File: src/rtl/core/cfwd_pkg.sv
// Package for the checked frame word decoder.
// Holds sizes, status codes and the controller/datapath command and status structs.
`timescale 1ns / 1ps

package cfwd_pkg;

   localparam int POINTS_COUNT   = 8;
   localparam int POSITION_WORDS = 3;
   localparam int STORE_DEPTH    = (POINTS_COUNT > POSITION_WORDS) ? POINTS_COUNT
                                                                   : POSITION_WORDS;
   localparam int IDX_W          = $clog2(STORE_DEPTH);
   localparam int CNT_W          = $clog2(4 * STORE_DEPTH + 1);

   typedef enum logic [1:0] {
      STATUS_OK       = 2'd0,
      STATUS_SUM_ERR  = 2'd1,
      STATUS_TYPE_ERR = 2'd2
   } status_type;

   typedef enum logic [1:0] {
      OUT_TYPE_ERR = 2'd0,
      OUT_SUM_ERR  = 2'd1,
      OUT_WORD     = 2'd2
   } out_sel_type;

   typedef struct packed {
      logic        load_frame;
      logic        load_byte;
      logic        rd_start;
      logic        rd_advance;
      logic        out_load;
      out_sel_type out_sel;
   } cmd_type;

   typedef struct packed {
      logic type_ok;
      logic payload_done;
      logic sum_match;
      logic drain_last;
      logic out_free;
   } sts_type;

endpackage

File: src/rtl/core/cfwd_datapath.sv
// Datapath of the checked frame word decoder: byte counter, checksum, word
// assembly, word store and output register. Depends on cfwd_pkg.
`timescale 1ns / 1ps

module cfwd_datapath (
   input  logic             clock,
   input  logic             reset,
   input  logic [7:0]       req_data_byte,
   input  cfwd_pkg::cmd_type cmd,
   output cfwd_pkg::sts_type sts,
   input  logic             rsp_ready,
   output logic             rsp_valid,
   output logic [1:0]       rsp_status,
   output logic             rsp_msg_type,
   output logic [4:0]       rsp_word_index,
   output logic [31:0]      rsp_word_value,
   output logic             rsp_last
);
   import cfwd_pkg::*;

   logic [CNT_W-1:0] byte_count_ff, byte_count_in;
   logic [7:0]       xor_sum_ff, xor_sum_in;
   logic [23:0]      partial_word_ff, partial_word_in;
   logic             frame_kind_ff, frame_kind_in;
   logic [IDX_W-1:0] drain_idx_ff, drain_idx_in;
   logic [31:0]      store_mem_ff [STORE_DEPTH];
   logic [31:0]      rd_data_ff;

   logic             rsp_valid_ff, rsp_valid_in;
   status_type       status_ff, status_in;
   logic             msg_type_ff, msg_type_in;
   logic [4:0]       word_index_ff, word_index_in;
   logic [31:0]      word_value_ff, word_value_in;
   logic             last_ff, last_in;

   logic [1:0]       lane;
   logic [IDX_W-1:0] wr_idx;
   logic [IDX_W-1:0] words_m1;
   logic [CNT_W-1:0] payload_bytes;

   assign lane          = byte_count_ff[1:0];
   assign wr_idx        = byte_count_ff[IDX_W+1:2];
   assign words_m1      = frame_kind_ff ? IDX_W'(POINTS_COUNT - 1) : IDX_W'(POSITION_WORDS - 1);
   assign payload_bytes = frame_kind_ff ? CNT_W'(4 * POINTS_COUNT) : CNT_W'(4 * POSITION_WORDS);

   assign sts.type_ok      = (req_data_byte[7:1] == 7'd0);
   assign sts.payload_done = (byte_count_ff == payload_bytes);
   assign sts.sum_match    = (req_data_byte == xor_sum_ff);
   assign sts.drain_last   = (drain_idx_ff == words_m1);
   assign sts.out_free     = !rsp_valid_ff || rsp_ready;

   always_comb begin
      byte_count_in   = byte_count_ff;
      xor_sum_in      = xor_sum_ff;
      partial_word_in = partial_word_ff;
      frame_kind_in   = frame_kind_ff;
      drain_idx_in    = drain_idx_ff;
      if (cmd.load_frame) begin
         byte_count_in = '0;
         xor_sum_in    = req_data_byte;
         frame_kind_in = req_data_byte[0];
      end else if (cmd.load_byte) begin
         byte_count_in = byte_count_ff + CNT_W'(1);
         xor_sum_in    = xor_sum_ff ^ req_data_byte;
         case (lane)
            2'd0:    partial_word_in[7:0]   = req_data_byte;
            2'd1:    partial_word_in[15:8]  = req_data_byte;
            2'd2:    partial_word_in[23:16] = req_data_byte;
            default: partial_word_in        = partial_word_ff;
         endcase
      end
      if (cmd.rd_start) begin
         drain_idx_in = '0;
      end else if (cmd.rd_advance) begin
         drain_idx_in = drain_idx_ff + IDX_W'(1);
      end
   end

   always_ff @(posedge clock) begin
      if (reset) begin
         byte_count_ff <= '0;
         xor_sum_ff    <= '0;
         frame_kind_ff <= 1'b0;
         drain_idx_ff  <= '0;
      end else begin
         byte_count_ff <= byte_count_in;
         xor_sum_ff    <= xor_sum_in;
         frame_kind_ff <= frame_kind_in;
         drain_idx_ff  <= drain_idx_in;
      end
   end

   always_ff @(posedge clock) begin
      partial_word_ff <= partial_word_in;
   end

   always_ff @(posedge clock) begin
      if (cmd.load_byte && (lane == 2'd3)) begin
         store_mem_ff[wr_idx] <= {req_data_byte, partial_word_ff};
      end
   end

   always_ff @(posedge clock) begin
      rd_data_ff <= store_mem_ff[drain_idx_ff];
   end

   always_comb begin
      rsp_valid_in  = rsp_valid_ff && !rsp_ready;
      status_in     = status_ff;
      msg_type_in   = msg_type_ff;
      word_index_in = word_index_ff;
      word_value_in = word_value_ff;
      last_in       = last_ff;
      if (cmd.out_load) begin
         rsp_valid_in = 1'b1;
         unique case (cmd.out_sel)
            OUT_TYPE_ERR: begin
               status_in     = STATUS_TYPE_ERR;
               msg_type_in   = 1'b0;
               word_index_in = 5'd0;
               word_value_in = 32'd0;
               last_in       = 1'b1;
            end
            OUT_SUM_ERR: begin
               status_in     = STATUS_SUM_ERR;
               msg_type_in   = frame_kind_ff;
               word_index_in = 5'd0;
               word_value_in = 32'd0;
               last_in       = 1'b1;
            end
            OUT_WORD: begin
               status_in     = STATUS_OK;
               msg_type_in   = frame_kind_ff;
               word_index_in = 5'(drain_idx_ff);
               word_value_in = rd_data_ff;
               last_in       = sts.drain_last;
            end
            default: begin
               status_in     = STATUS_TYPE_ERR;
               msg_type_in   = 1'b0;
               word_index_in = 5'd0;
               word_value_in = 32'd0;
               last_in       = 1'b1;
            end
         endcase
      end
   end

   always_ff @(posedge clock) begin
      if (reset) begin
         rsp_valid_ff <= 1'b0;
      end else begin
         rsp_valid_ff <= rsp_valid_in;
      end
   end

   always_ff @(posedge clock) begin
      status_ff     <= status_in;
      msg_type_ff   <= msg_type_in;
      word_index_ff <= word_index_in;
      word_value_ff <= word_value_in;
      last_ff       <= last_in;
   end

   assign rsp_valid      = rsp_valid_ff;
   assign rsp_status     = status_ff;
   assign rsp_msg_type   = msg_type_ff;
   assign rsp_word_index = word_index_ff;
   assign rsp_word_value = word_value_ff;
   assign rsp_last       = last_ff;

   a_no_overwrite: assert property (@(posedge clock) disable iff (reset)
      cmd.out_load |-> sts.out_free)
      else $error("output register loaded while an item is pending");

   a_byte_in_range: assert property (@(posedge clock) disable iff (reset)
      cmd.load_byte |-> (byte_count_ff < payload_bytes))
      else $error("payload byte taken past the end of the frame");

   a_drain_in_range: assert property (@(posedge clock) disable iff (reset)
      (cmd.out_load && (cmd.out_sel == OUT_WORD)) |-> (drain_idx_ff <= words_m1))
      else $error("drain index past the last word");

endmodule

File: src/rtl/core/cfwd_ctrl.sv
// Controller of the checked frame word decoder: frame collection and word drain.
// Drives the datapath through cmd_type, reads sts_type. Depends on cfwd_pkg.
`timescale 1ns / 1ps

module cfwd_ctrl (
   input  logic              clock,
   input  logic              reset,
   input  logic              req_valid,
   input  logic              req_frame_start,
   output logic              req_ready,
   input  cfwd_pkg::sts_type sts,
   output cfwd_pkg::cmd_type cmd
);
   import cfwd_pkg::*;

   typedef enum logic [3:0] {
      ST_IDLE  = 4'b0001,
      ST_FRAME = 4'b0010,
      ST_READ  = 4'b0100,
      ST_SEND  = 4'b1000
   } state_type;

   state_type state_ff, state_in;
   logic      accept;

   assign req_ready = ((state_ff == ST_IDLE) || (state_ff == ST_FRAME)) && sts.out_free;
   assign accept    = req_valid && req_ready;

   always_comb begin
      state_in       = state_ff;
      cmd            = '0;
      cmd.out_sel    = OUT_WORD;
      unique case (state_ff) inside
         ST_IDLE, ST_FRAME: begin
            if (accept && req_frame_start) begin
               if (sts.type_ok) begin
                  cmd.load_frame = 1'b1;
                  state_in       = ST_FRAME;
               end else begin
                  cmd.out_load = 1'b1;
                  cmd.out_sel  = OUT_TYPE_ERR;
                  state_in     = ST_IDLE;
               end
            end else if (accept && (state_ff == ST_FRAME)) begin
               if (!sts.payload_done) begin
                  cmd.load_byte = 1'b1;
               end else if (sts.sum_match) begin
                  cmd.rd_start = 1'b1;
                  state_in     = ST_READ;
               end else begin
                  cmd.out_load = 1'b1;
                  cmd.out_sel  = OUT_SUM_ERR;
                  state_in     = ST_IDLE;
               end
            end
         end
         ST_READ: begin
            state_in = ST_SEND;
         end
         ST_SEND: begin
            if (sts.out_free) begin
               cmd.out_load = 1'b1;
               cmd.out_sel  = OUT_WORD;
               if (sts.drain_last) begin
                  state_in = ST_IDLE;
               end else begin
                  cmd.rd_advance = 1'b1;
                  state_in       = ST_READ;
               end
            end
         end
         default: begin
            state_in = ST_IDLE;
         end
      endcase
   end

   always_ff @(posedge clock) begin
      if (reset) begin
         state_ff <= ST_IDLE;
      end else begin
         state_ff <= state_in;
      end
   end

   a_no_take_in_drain: assert property (@(posedge clock) disable iff (reset)
      ((state_ff == ST_READ) || (state_ff == ST_SEND)) |-> !req_ready)
      else $error("input taken during drain");

   a_drain_ends: assert property (@(posedge clock) disable iff (reset)
      ((state_ff == ST_SEND) && sts.out_free && sts.drain_last) |=> (state_ff == ST_IDLE))
      else $error("drain did not end after the last word");

   a_read_then_send: assert property (@(posedge clock) disable iff (reset)
      (state_ff == ST_READ) |=> (state_ff == ST_SEND))
      else $error("store read not followed by send");

endmodule

File: src/rtl/core/checked_frame_word_decoder.sv
// Top level of the checked frame word decoder.
// Joins cfwd_ctrl and cfwd_datapath. Depends on cfwd_pkg.
//
//   channel | direction | handshake              | payload
//   req     | in        | req_valid / req_ready  | req_data_byte, req_frame_start
//   rsp     | out       | rsp_valid / rsp_ready  | rsp_status, rsp_msg_type,
//           |           |                        | rsp_word_index, rsp_word_value, rsp_last
//
// One byte is taken per cycle while a frame is collected; a result held in the
// output register under a low rsp_ready holds off the next byte.
// After a good checksum, each word drains through a store read, then a load
// of the output register; no byte is taken during the drain.
// Reset is synchronous and active high; it returns the block to idle.
// A stalled rsp_ready holds the output register and stops input and drain.
`timescale 1ns / 1ps

module checked_frame_word_decoder (
   input  logic        clock,
   input  logic        reset,
   input  logic        req_valid,
   output logic        req_ready,
   input  logic [7:0]  req_data_byte,
   input  logic        req_frame_start,
   output logic        rsp_valid,
   input  logic        rsp_ready,
   output logic [1:0]  rsp_status,
   output logic        rsp_msg_type,
   output logic [4:0]  rsp_word_index,
   output logic [31:0] rsp_word_value,
   output logic        rsp_last
);
   import cfwd_pkg::*;

   cmd_type cmd;
   sts_type sts;

   cfwd_ctrl u_ctrl (
      .clock           (clock),
      .reset           (reset),
      .req_valid       (req_valid),
      .req_frame_start (req_frame_start),
      .req_ready       (req_ready),
      .sts             (sts),
      .cmd             (cmd)
   );

   cfwd_datapath u_datapath (
      .clock          (clock),
      .reset          (reset),
      .req_data_byte  (req_data_byte),
      .cmd            (cmd),
      .sts            (sts),
      .rsp_ready      (rsp_ready),
      .rsp_valid      (rsp_valid),
      .rsp_status     (rsp_status),
      .rsp_msg_type   (rsp_msg_type),
      .rsp_word_index (rsp_word_index),
      .rsp_word_value (rsp_word_value),
      .rsp_last       (rsp_last)
   );

endmodule
File: config.mk
export PLATFORM = sky130hd
export DESIGN_NAME = checked_frame_word_decoder
export DESIGN_NICKNAME = d
export VERILOG_FILES = /design/src/rtl/core/cfwd_pkg.sv /design/src/rtl/core/cfwd_datapath.sv /design/src/rtl/core/cfwd_ctrl.sv /design/src/rtl/core/checked_frame_word_decoder.sv
export SDC_FILE = /design/constraint.sdc
export NUM_CORES = 1
export LEC_CHECK = 0
export BUFFER_PORTS_ARGS = -buffer_cell sky130_fd_sc_hd__buf_4
export CORE_MARGIN = 2
export CORE_UTILIZATION = 40
export CTS_CLUSTER_DIAMETER = 100
export CTS_CLUSTER_SIZE = 24
export DETAILED_ROUTE_END_ITERATION = 6
export PLACE_DENSITY = 0.54
export SLEW_MARGIN = 20
export SYNTH_ARGS = -nofsm -noshare
export SYNTH_HDL_FRONTEND = slang
export SYNTH_SLANG_ARGS = --single-unit
File: constraint.sdc
create_clock -name clock -period 9.2 [get_ports clock]
set_input_delay 0 -clock clock [delete_from_list [all_inputs] [get_ports clock]]
set_output_delay 0 -clock clock [all_outputs]
set_load 0.005 [all_outputs]
# Word level (Yosys, flattened, before mapping)
# Memory sizes are Yosys's and may differ from the RTL's. A register that Yosys moved wholly into a read port is not among the register bits.
# Cells that the tools add are included.
[word_totals]
output_inout_bits = 43
in_bits = 13
elab_cells = 89
reg_bits = 88
mem_bits_rw = 256
mem_count = 1
[memory_table]
columns = ["name", "words", "width", "read_ports", "rd_ports_with_merged_regs", "wr", "line", "rtl"]
rows = [
  ["u_datapath.store_mem_ff", 8, 32, 1, 1, 1, "cfwd_datapath.sv:26", "logic [31:0] store_mem_ff [STORE_DEPTH];"],
]
[op_classes]
muxes = 33
add_sub_neg = 2
reduce_logical = 21
bitwise = 2
eq_ne = 15
[ops]
columns = ["cell", "n"]
rows = [
  ["2-to-1 mux 3 bit", 9],
  ["2-to-1 mux 4 bit", 5],
  ["2-to-1 mux 8 bit", 2],
  ["one-hot mux 4 bit (3 select lines)", 1],
  ["AND reduction 3 bit", 4],
  ["2-to-1 mux 1 bit", 10],
  ["equality test 8 bit", 1],
  ["OR reduction 2 bit", 4],
  ["XOR 8 bit", 1],
  ["zero test 7 bit", 1],
  ["adder 6 x 1 -> 6 bit, second input constant", 1],
  ["equality test 2 bit, second input constant", 3],
  ["equality test 6 bit", 1],
  ["logical AND 1 bit", 6],
  ["2-to-1 mux 2 bit", 3],
  ["2-to-1 mux 6 bit", 1],
  ["inequality test 3 x 1 -> 1 bit, second input constant", 2],
  ["one-hot mux 3 bit (2 select lines)", 1],
  ["equality test 2 x 1 -> 1 bit, second input constant", 2],
  ["equality test 4 x 1 -> 1 bit, second input constant", 1],
  ["equality test 4 x 2 -> 1 bit, second input constant", 1],
  ["equality test 4 x 3 -> 1 bit, second input constant", 1],
  ["equality test 4 bit, second input constant", 1],
  ["one-hot mux 2 bit (2 select lines)", 1],
  ["8 further kinds", 10],
]

# Depth between registers and ports, before layout
# Gate-level depths: netlist (run 1).
[logic_depth]
depth_word = 11
depth_mapped = 9
ltp_nobuf = 8

# Hierarchy
# A second synthesis (run 1) with hierarchy kept.
[hier_totals]
cells_unflattened = 704
hier_area_um2 = 14044.7
[modules_own_cells]
columns = ["mod", "area_each_um2", "seq_area_each_um2", "cells_per_inst", "instances"]
rows = [
  ["cfwd_datapath", 13649.3, 10600.2, 654, 1],
  ["cfwd_ctrl", 395.4, 80.1, 50, 1],
]

# Worst setup path before layout (run 1)
# No wires, ideal clock.
[synth_timing]
path_type = "register -> register"
start = "register u_ctrl.state_ff[3]"
end = "register u_datapath.last_ff, in the netlist u_datapath.rsp_last (enable)"
path_buffers = 1
stages_incl_launch_ff = 4
path_slack_ns = 4.881
t_required_ns = 8.711
arrival_ns = 3.829
setup_time_ns = 0.489
path_cell_list = "dfxtp_1 clkbuf_1 or4b_1 o21ai_0"
[synth_rtl]
columns = ["element", "line", "rtl"]
rows = [
  ["from (decl)", "cfwd_ctrl.sv:23", "state_type state_ff, state_in;"],
  ["from (signal assigned)", "cfwd_ctrl.sv:82", "state_ff <= state_in;"],
  ["to (signal assigned)", "cfwd_datapath.sv:162", "last_ff <= last_in;"],
  ["to (decl)", "cfwd_datapath.sv:34", "logic last_ff, last_in;"],
]

# Final worst setup path (run 1)
[layout_timing]
start = "register u_ctrl.state_ff[3]"
end = "memory u_datapath.store_mem_ff[1][10] (enable)"
[layout_via]
elab_chain_len = 11
[layout_rtl]
columns = ["element", "line", "rtl"]
rows = [
  ["equality test 4 x 1 -> 1 bit or equality test 4 x 2 -> 1 bit (tied branches)", "cfwd_ctrl.sv:26, cfwd_ctrl.sv:44", ""],
  ["logical OR 1 bit", "cfwd_ctrl.sv:26", "assign req_ready = ((state_ff == ST_IDLE) || (state_ff == ST_FRAME)) && sts.out_free;"],
  ["logical AND 1 bit", "cfwd_ctrl.sv:26", ""],
  ["logical AND 1 bit", "cfwd_ctrl.sv:27", "assign accept = req_valid && req_ready;"],
  ["logical AND 1 bit", "cfwd_ctrl.sv:44", "end else if (accept && (state_ff == ST_FRAME)) begin"],
  ["2-to-1 mux 2 bit", "cfwd_ctrl.sv:44", ""],
  ["2-to-1 mux 2 bit", "cfwd_ctrl.sv:35", "if (accept && req_frame_start) begin"],
  ["2-to-1 mux 3 bit *", "cfwd_ctrl.sv:33", "unique case (state_ff) inside"],
  ["logical AND 1 bit *", "cfwd_datapath.sv:98", "if (cmd.load_byte && (lane == 2'd3)) begin"],
  ["2-to-1 mux 1 bit *", "cfwd_datapath.sv:98", ""],
  ["2-to-1 mux 1 bit (implied by the code) *", "cfwd_datapath.sv:99", "store_mem_ff[wr_idx] <= {req_data_byte, partial_word_ff};"],
  ["to (decl)", "cfwd_datapath.sv:26", ""],
]
# Mark *: on every way between the ends. The rest lies on a longest branch, timed or not.

==> run metrics, run 1 <==
drt wl/cell around 22 um; Critical R2R Capture u_datapath.store_mem_ff[1][10]$_DFFE_PP_; Max-Cap Viols 0; post-synthesis cell type count 48; vias in the first global route between 6000 and 7000; IO Count 56; area of the core approximately 34000 sq um; total CTS buffers 19; CTS tree done; Syn Inst Count 702; htree depth 1; die width approximately 190 um; fmax approximately 0.28 GHz; Crit path largest cell delay around 840 ps; post_cts resized 0; register area share after synthesis roughly three quarters; clk buf depth 3; grt total ovfl 0; power density cells 181.0 nW/um^2; worst slew pin tran between 1000 and 1500 ps; commonest non-fill, non-tap cells in the layout edfxtp_1 (319), mux4_2 (64), buf_4 (62); synthesized flop and latch total around 370; Period minus WS final 3604 ps; TNS Setup 0 ps; Post-Synth Simple-Gate Area under 10%; drc violations 0; Hold EP u_ctrl.state_ff[0]$_SDFFE_PP1P_; P&R area growth vs syn 12.40%; Worst Hold Slack approximately 53 ps; postcts setup bufs 0; Hold Violations, Final 0; die height between 150 and 200 um; outcome completed; hold depth 5; Critical Path RT around 9400 ps; CTS root buf clkbuf_16; top cell type's share of synthesized area around 69%; Overall Global Routing Usage 15.40%; Clock Latency Late Sink ~520 ps; reg2reg path depth 6; Ys Warns 0; HPWL Detailed roughly 16000 um; Rel. slew slack 32.66%; fraction of synthesized cell area in xor and xnor cells approximately 1.1%; fin nets 790; Critical Path Sink Type flip-flop; DR iter-0 viols between 500 and 600; final WL about 28000 um; hold_buf cts 12; max-slew violation count 0; clk_skew roughly 20 ps; clk sinks 374; total die area between 30000 and 40000 sq um; Final ANT Viol Nets 0; final setup fails 0; WP data arrival 3820 ps; synth top area cells edfxtp_1 (69%), mux4_2 (10%), dfxtp_1 (7.9%); most common cell after layout, fill and taps aside edfxtp_1; Worst path slowest cell nor4_2; Vias/cell roughly 5.3; first-pass GRT wire length slightly above 40000 um; crit path launch type flip-flop; crit path buf inv count 1; R2R Path Start u_ctrl.state_ff[3]$_SDFFE_PP0P_; Synth area leader edfxtp_1; Final Cycle Share roughly two fifths; main combinational cell family by area after synthesis multiplexers; # rows a little under 70; initial antenna violation count 0; fraction of layout cells with a size suffix above 1 around a quarter; Post-Synthesis Cell Area roughly 14000 sq um; CP cell instances or2_1, nor4_2, and2_1, nand3b_1, nor2_4, buf_16; Vias about 6500; GP Congestion 0.8518; number of buffers added on ports 53; Worst Path Max Fanout 17; DRT Pass-1 Iters 5; Peak supply drop between 0.00009 and 0.0001 V; syn_area_per_cell 19.83 sq um; Leakage 5.001 nW; Hold Path Class primary input to flip-flop; flop2flop setup slack between 5000 and 6000 ps; hold wc startpoint rsp_ready; RSZ-0062 raised after global routing false; Worst path top cell family by delay simple AND/OR/NAND/NOR gates; largest net degree at the start of global routing 55; Initial Util approximately 40%; Post-Synth Adder-Cell Area less than 1%; Reg clk slew, reported paths 100 ps; post-synthesis mux area share 12.94%; ANT cells 0; Crit Path Category flip-flop to flip-flop; area fraction in compound gates after synthesis under 10%
-- sequential cells by signal, indices dropped and copies added, names as in the netlist --
signal and count:
u_datapath.rsp_word_value 32, u_datapath.rsp_msg_type 1, u_datapath.frame_kind_ff 1, u_ctrl.state_ff 4, u_datapath.partial_word_ff 24, u_datapath.rsp_valid 1
u_datapath.rsp_status 2, u_datapath.rsp_last 1, u_datapath.drain_idx_ff 3, u_datapath.rsp_word_index 3, u_datapath.store_mem_ff 256, u_datapath.xor_sum_ff 8
u_datapath.byte_count_ff 6, u_datapath.rd_data_ff 32
-- through the flow --
step	setup WS [ps]	area (sq um)	utilization, %	power (mW)	cells
finish	5596	15650	45.52	2.832	1237
global route	5341	15650	45.52	2.928	1237
CTS	5405	15560	45.27	2.868	1234
detailed placement	5394	14900	43.36	1.970	1189
global placement	5606	14880	43.30	1.969	1188
floorplan	4881	13920	-	1.919	703
-- cell usage after synthesis, drive strengths merged --
library cell	n
or4b	1
a21o	1
o21ai	7
a2111o	1
nor2b	3
mux2	32
o2bb2ai	2
nand2	14
edfxtp	319
buf	16
mux4	64
nor4b	1
dfxtp	55
a22oi	1
and2	37
nor2	22
clkbuf	16
nor4	5
nand2b	6
a211oi	2
and3	8
a21oi	13
xor2	16
a31oi	3
nor3	15
a31o	1
xnor2	2
inv	6
or4	1
nand3b	2
ha	7
nand3	9
or2	2
or3	2
conb	1
o211a	7
nand4bb	2
-- final cells by class --
type | instances | area (sq um)
Tap cell | 455 | 569.3
Inverter | 6 | 22.52
Sequential cell | 374 | 10690
Fill cell | 2960 | 18730
Clock buffer | 32 | 524.3
Timing Repair Buffer | 78 | 688.2
Multi-Input combinational cell | 291 | 3141
Clock inverter | 1 | 11.26
-- report_power, final --
part           internal, mW  total, mW  switching, mW
clock network         0.396      0.899          0.502
logic                0.0374     0.0910         0.0536
registers              1.84       1.84        0.00597
total                  2.27       2.83          0.562
-- kinds of logic after synthesis --
family	after synthesis
AO/OA/AOI/OAI	38
XOR/XNOR	18
adder cells (fa/ha/maj)	7
buffers and inverters	38
flip-flops	374
multiplexers	96
other	1
AND/OR/NAND/NOR	130
-- metal layers --
metal  part of all wire [%]  up-vias  global-route usage, %  wire length, um
li1                       -     2893                      -                -
met1                     44     3453                  21.00            12200
met2                     51      147                  26.78            13950
met3                    3.9       26                  2.061             1079
met4                    1.2        0                  2.713              337
met5                      0        -                      0                0
-- worst register-to-register path, stage by stage (launching register included) --
cell and delay, ps:
dfxtp_1 390, or2_1 280, nor4_2 840, and2_1 510, nand3b_1 390, nor2_4 660
buf_16 250
-- worst max path at each step --
stage / cells past startpoint / slack, ps / from / endpoint
after floorplan: 3 / 4880 / u_ctrl.state_ff[3]$_SDFFE_PP0P_ / u_datapath.rsp_last$_SDFFCE_PP1P_
after global routing: 6 / 5340 / u_ctrl.state_ff[3]$_SDFFE_PP0P_ / u_datapath.store_mem_ff[1][10]$_DFFE_PP_
after detailed placement: 5 / 5390 / u_ctrl.state_ff[3]$_SDFFE_PP0P_ / u_datapath.store_mem_ff[1][4]$_DFFE_PP_
after global placement: 5 / 5610 / u_ctrl.state_ff[3]$_SDFFE_PP0P_ / u_datapath.store_mem_ff[1][4]$_DFFE_PP_
final: 6 / 5600 / u_ctrl.state_ff[3]$_SDFFE_PP0P_ / u_datapath.store_mem_ff[1][10]$_DFFE_PP_
after CTS: 5 / 5400 / u_ctrl.state_ff[3]$_SDFFE_PP0P_ / u_datapath.store_mem_ff[1][2]$_DFFE_PP_
Power figures use the tool's default switching activity.
==> inputs of run 2 (changes only) <==
==> constraint.sdc (replaced) <==
create_clock -name clock -period 3.5 [get_ports clock]
set_input_delay 0 -clock clock [delete_from_list [all_inputs] [get_ports clock]]
set_output_delay 0 -clock clock [all_outputs]
set_load 0.005 [all_outputs]
==> run 2 against run 1 <==
Compared with the run above: total power rose to 2.7 times the previous value; hold slack better by 280 ps; largest cell class unchanged; cell count up 0.73%; wire length down 0.63%; first-iteration DRC count unchanged; maximum frequency up 22%.
==> run metrics, run 2 (synthesized netlist as in run 1, its figures left out) <==
final setup fails 0 (unchanged); TNS Setup 0 ps (unchanged); R2R Path Start u_datapath.byte_count_ff[2]$_SDFFE_PP0N_ (was u_ctrl.state_ff[3]$_SDFFE_PP0P_); crit path buf inv count 1 (unchanged); final WL 27390 um (was 27560 um); die width 190.5 um (unchanged); clk buf depth 3 (unchanged); total die area 36310 sq um (unchanged); DRT Pass-1 Iters 6 (was 5); Leakage 5.042 nW (was 5.001 nW); max-slew violation count 0 (unchanged); fraction of layout cells with a size suffix above 1 26.93% (was 26.09%); clk sinks 374 (unchanged); post-route setup slack 552.0 ps (was 5596 ps); crit path launch type flip-flop (unchanged); HPWL Detailed 16300 um (was 15830 um); Reg clk slew, reported paths 100 ps (about the same); worst slew pin tran 849.4 ps (was 1002 ps); grt total ovfl 0 (unchanged); number of buffers added on ports 53 (unchanged); CP cell instances nand4bb_1, a21o_1, and2_1, nand3b_1, nor3_4, buf_4 (was or2_1, nor4_2, and2_1, nand3b_1, nor2_4, buf_16); die height 190.5 um (unchanged); Final ANT Viol Nets 0 (unchanged); Peak supply drop 0.0003510 V (was 0.00009572 V); Hold Path Class primary input to flip-flop (unchanged); Crit path largest cell delay 600 ps (was 840 ps); RSZ-0062 raised after global routing false (unchanged); fmax 0.3392 GHz (was 0.2774 GHz); initial antenna violation count 0 (unchanged); Inst Count DP 1199 (was 1189); Worst path slowest cell dfxtp_1 (was nor4_2); vias in the first global route 6946 (was 6881); largest net degree at the start of global routing 37 (was 55); area of the core 34370 sq um (unchanged); # rows 68 (unchanged); Worst Path Max Fanout 32 (was 17); first-pass GRT wire length 41890 um (was 41490 um); DR iter-0 viols 545 (unchanged); Clock Latency Late Sink 520 ps (about the same); IO Count 56 (unchanged); Critical Path Sink Type flip-flop (unchanged); Vias/cell 5.229 (was 5.270); postcts setup bufs 0 (unchanged); total CTS buffers 19 (unchanged); Crit Path Category flip-flop to flip-flop (unchanged); clk_skew 14.19 ps (was 19.78 ps); P&R area growth vs syn 12.90% (was 12.40%); non-filler instance count after layout 1246 (was 1237); Max-Cap Viols 0 (unchanged); drt wl/cell 21.98 um (was 22.28 um); Initial Util 40.50% (unchanged); Final Cycle Share 84.23% (was 39.18%); CTS tree done (unchanged); Critical Path RT 3660 ps (was 9420 ps); GP Congestion 0.8186 (was 0.8518); htree depth 1 (unchanged); commonest non-fill, non-tap cells in the layout edfxtp_1 (319), buf_4 (69), mux4_2 (64) (was edfxtp_1 (319), mux4_2 (64), buf_4 (62)); power density cells 478.3 nW/um^2 (was 181.0 nW/um^2); Worst path top cell family by delay simple AND/OR/NAND/NOR gates (unchanged); outcome completed (unchanged); ANT cells 0 (unchanged); Rel. slew slack 43.37% (was 32.66%); fin util 45.72% (was 45.52%); Vias 6515 (was 6519); Hold Violations, Final 0 (unchanged); max reg flops 256 (unchanged); hold wc startpoint reset (was rsp_ready); WP data arrival 3110 ps (was 3820 ps); CTS root buf clkbuf_16 (unchanged); Period minus WS final 2948 ps (was 3604 ps); drc violations 0 (unchanged); most common cell after layout, fill and taps aside edfxtp_1 (unchanged); fillers 2915 (was 2960); crit path from u_datapath.byte_count_ff[2]$_SDFFE_PP0N_ (was u_ctrl.state_ff[3]$_SDFFE_PP0P_); fin nets 798 (was 790); DP Worst Slack 561.0 ps (was 5394 ps); Overall Global Routing Usage 15.40% (about the same); Top reg by flops u_datapath.store_mem_ff (unchanged)
==> run 2: changes by cell type in the layout (fill, tap and decap cells not counted), moves of 2 or more <==
cell    change
buf_12      +2
buf_16      -2
nor2_4      -4
nor3_2      -2
nor2_2      +4
nor3_4      +2
buf_4       +7
==> run 2: layout make-up <==
class                   count  area [sq um]  area share [%]
clock inverters             3         47.55          0.3025
repair buffers             86         735.7           4.682
inverters                   6         22.52          0.1433
well taps                 455         569.3           3.623
flip-flops and latches    374         10690           68.00
clock buffers              31         520.5           3.312
multi-input cells         291          3133           19.94
==> run 2: worst min-delay path, stage by stage <==
cell and delay (ps):
dlygate4sd3_1 520, buf_4 220, nor4_2 70
==> run 2: metrics by stage <==
stage / area, sq um / power [mW] / hold WS, ps
6_report: 15720 / 7.516 / 334.8
5_1_grt: 15720 / 7.797 / 331.0
4_1_cts: 15720 / 7.621 / 314.9
3_5_place_dp: 15020 / 5.184 / 315.0
3_3_place_gp: 14990 / 5.170 / 309.1
2_1_floorplan: 13930 / 5.043 / 71.01
==> run 2: final timing paths <==
path / depth (start not counted) / slack (ps) / end
min: 3 / 330 / u_datapath.xor_sum_ff[0]$_SDFFE_PP0P_
max: 6 / 550 / u_datapath.store_mem_ff[0][19]$_DFFE_PP_
max reg2reg: 6 / 550 / u_datapath.store_mem_ff[0][19]$_DFFE_PP_
min reg2reg: 1 / 520 / u_datapath.rsp_word_value[10]$_SDFFCE_PP0P_
==> run 2: timing repair <==
item | 4_1_cts | 5_1_grt
hold endpoints to repair | 111 | 0
hold buffers | 13 | 0
resized for setup | 0 | 0
==> run 2: report_power, final <==
| group | internal (mW) | leakage [nW] | switching, mW |
|---|---|---|---|
| logic | 0.104 | 1.43 | 0.136 |
| registers | 4.83 | 3.34 | 0.0162 |
| clock network | 1.11 | 0.271 | 1.32 |
| total | 6.05 | 5.04 | 1.47 |
==> run 2: layer usage <==
layer  part of all wire (%)  global-route usage [%]  up-vias  wire length [um]
li1                       -                       -     2907                 -
met3                    3.7                   1.840       34              1019
met4                    2.0                   3.757        0               553
met5                      0                       0        -                 0
met2                     51                   27.24      139             14100
met1                     43                   20.30     3435             11720
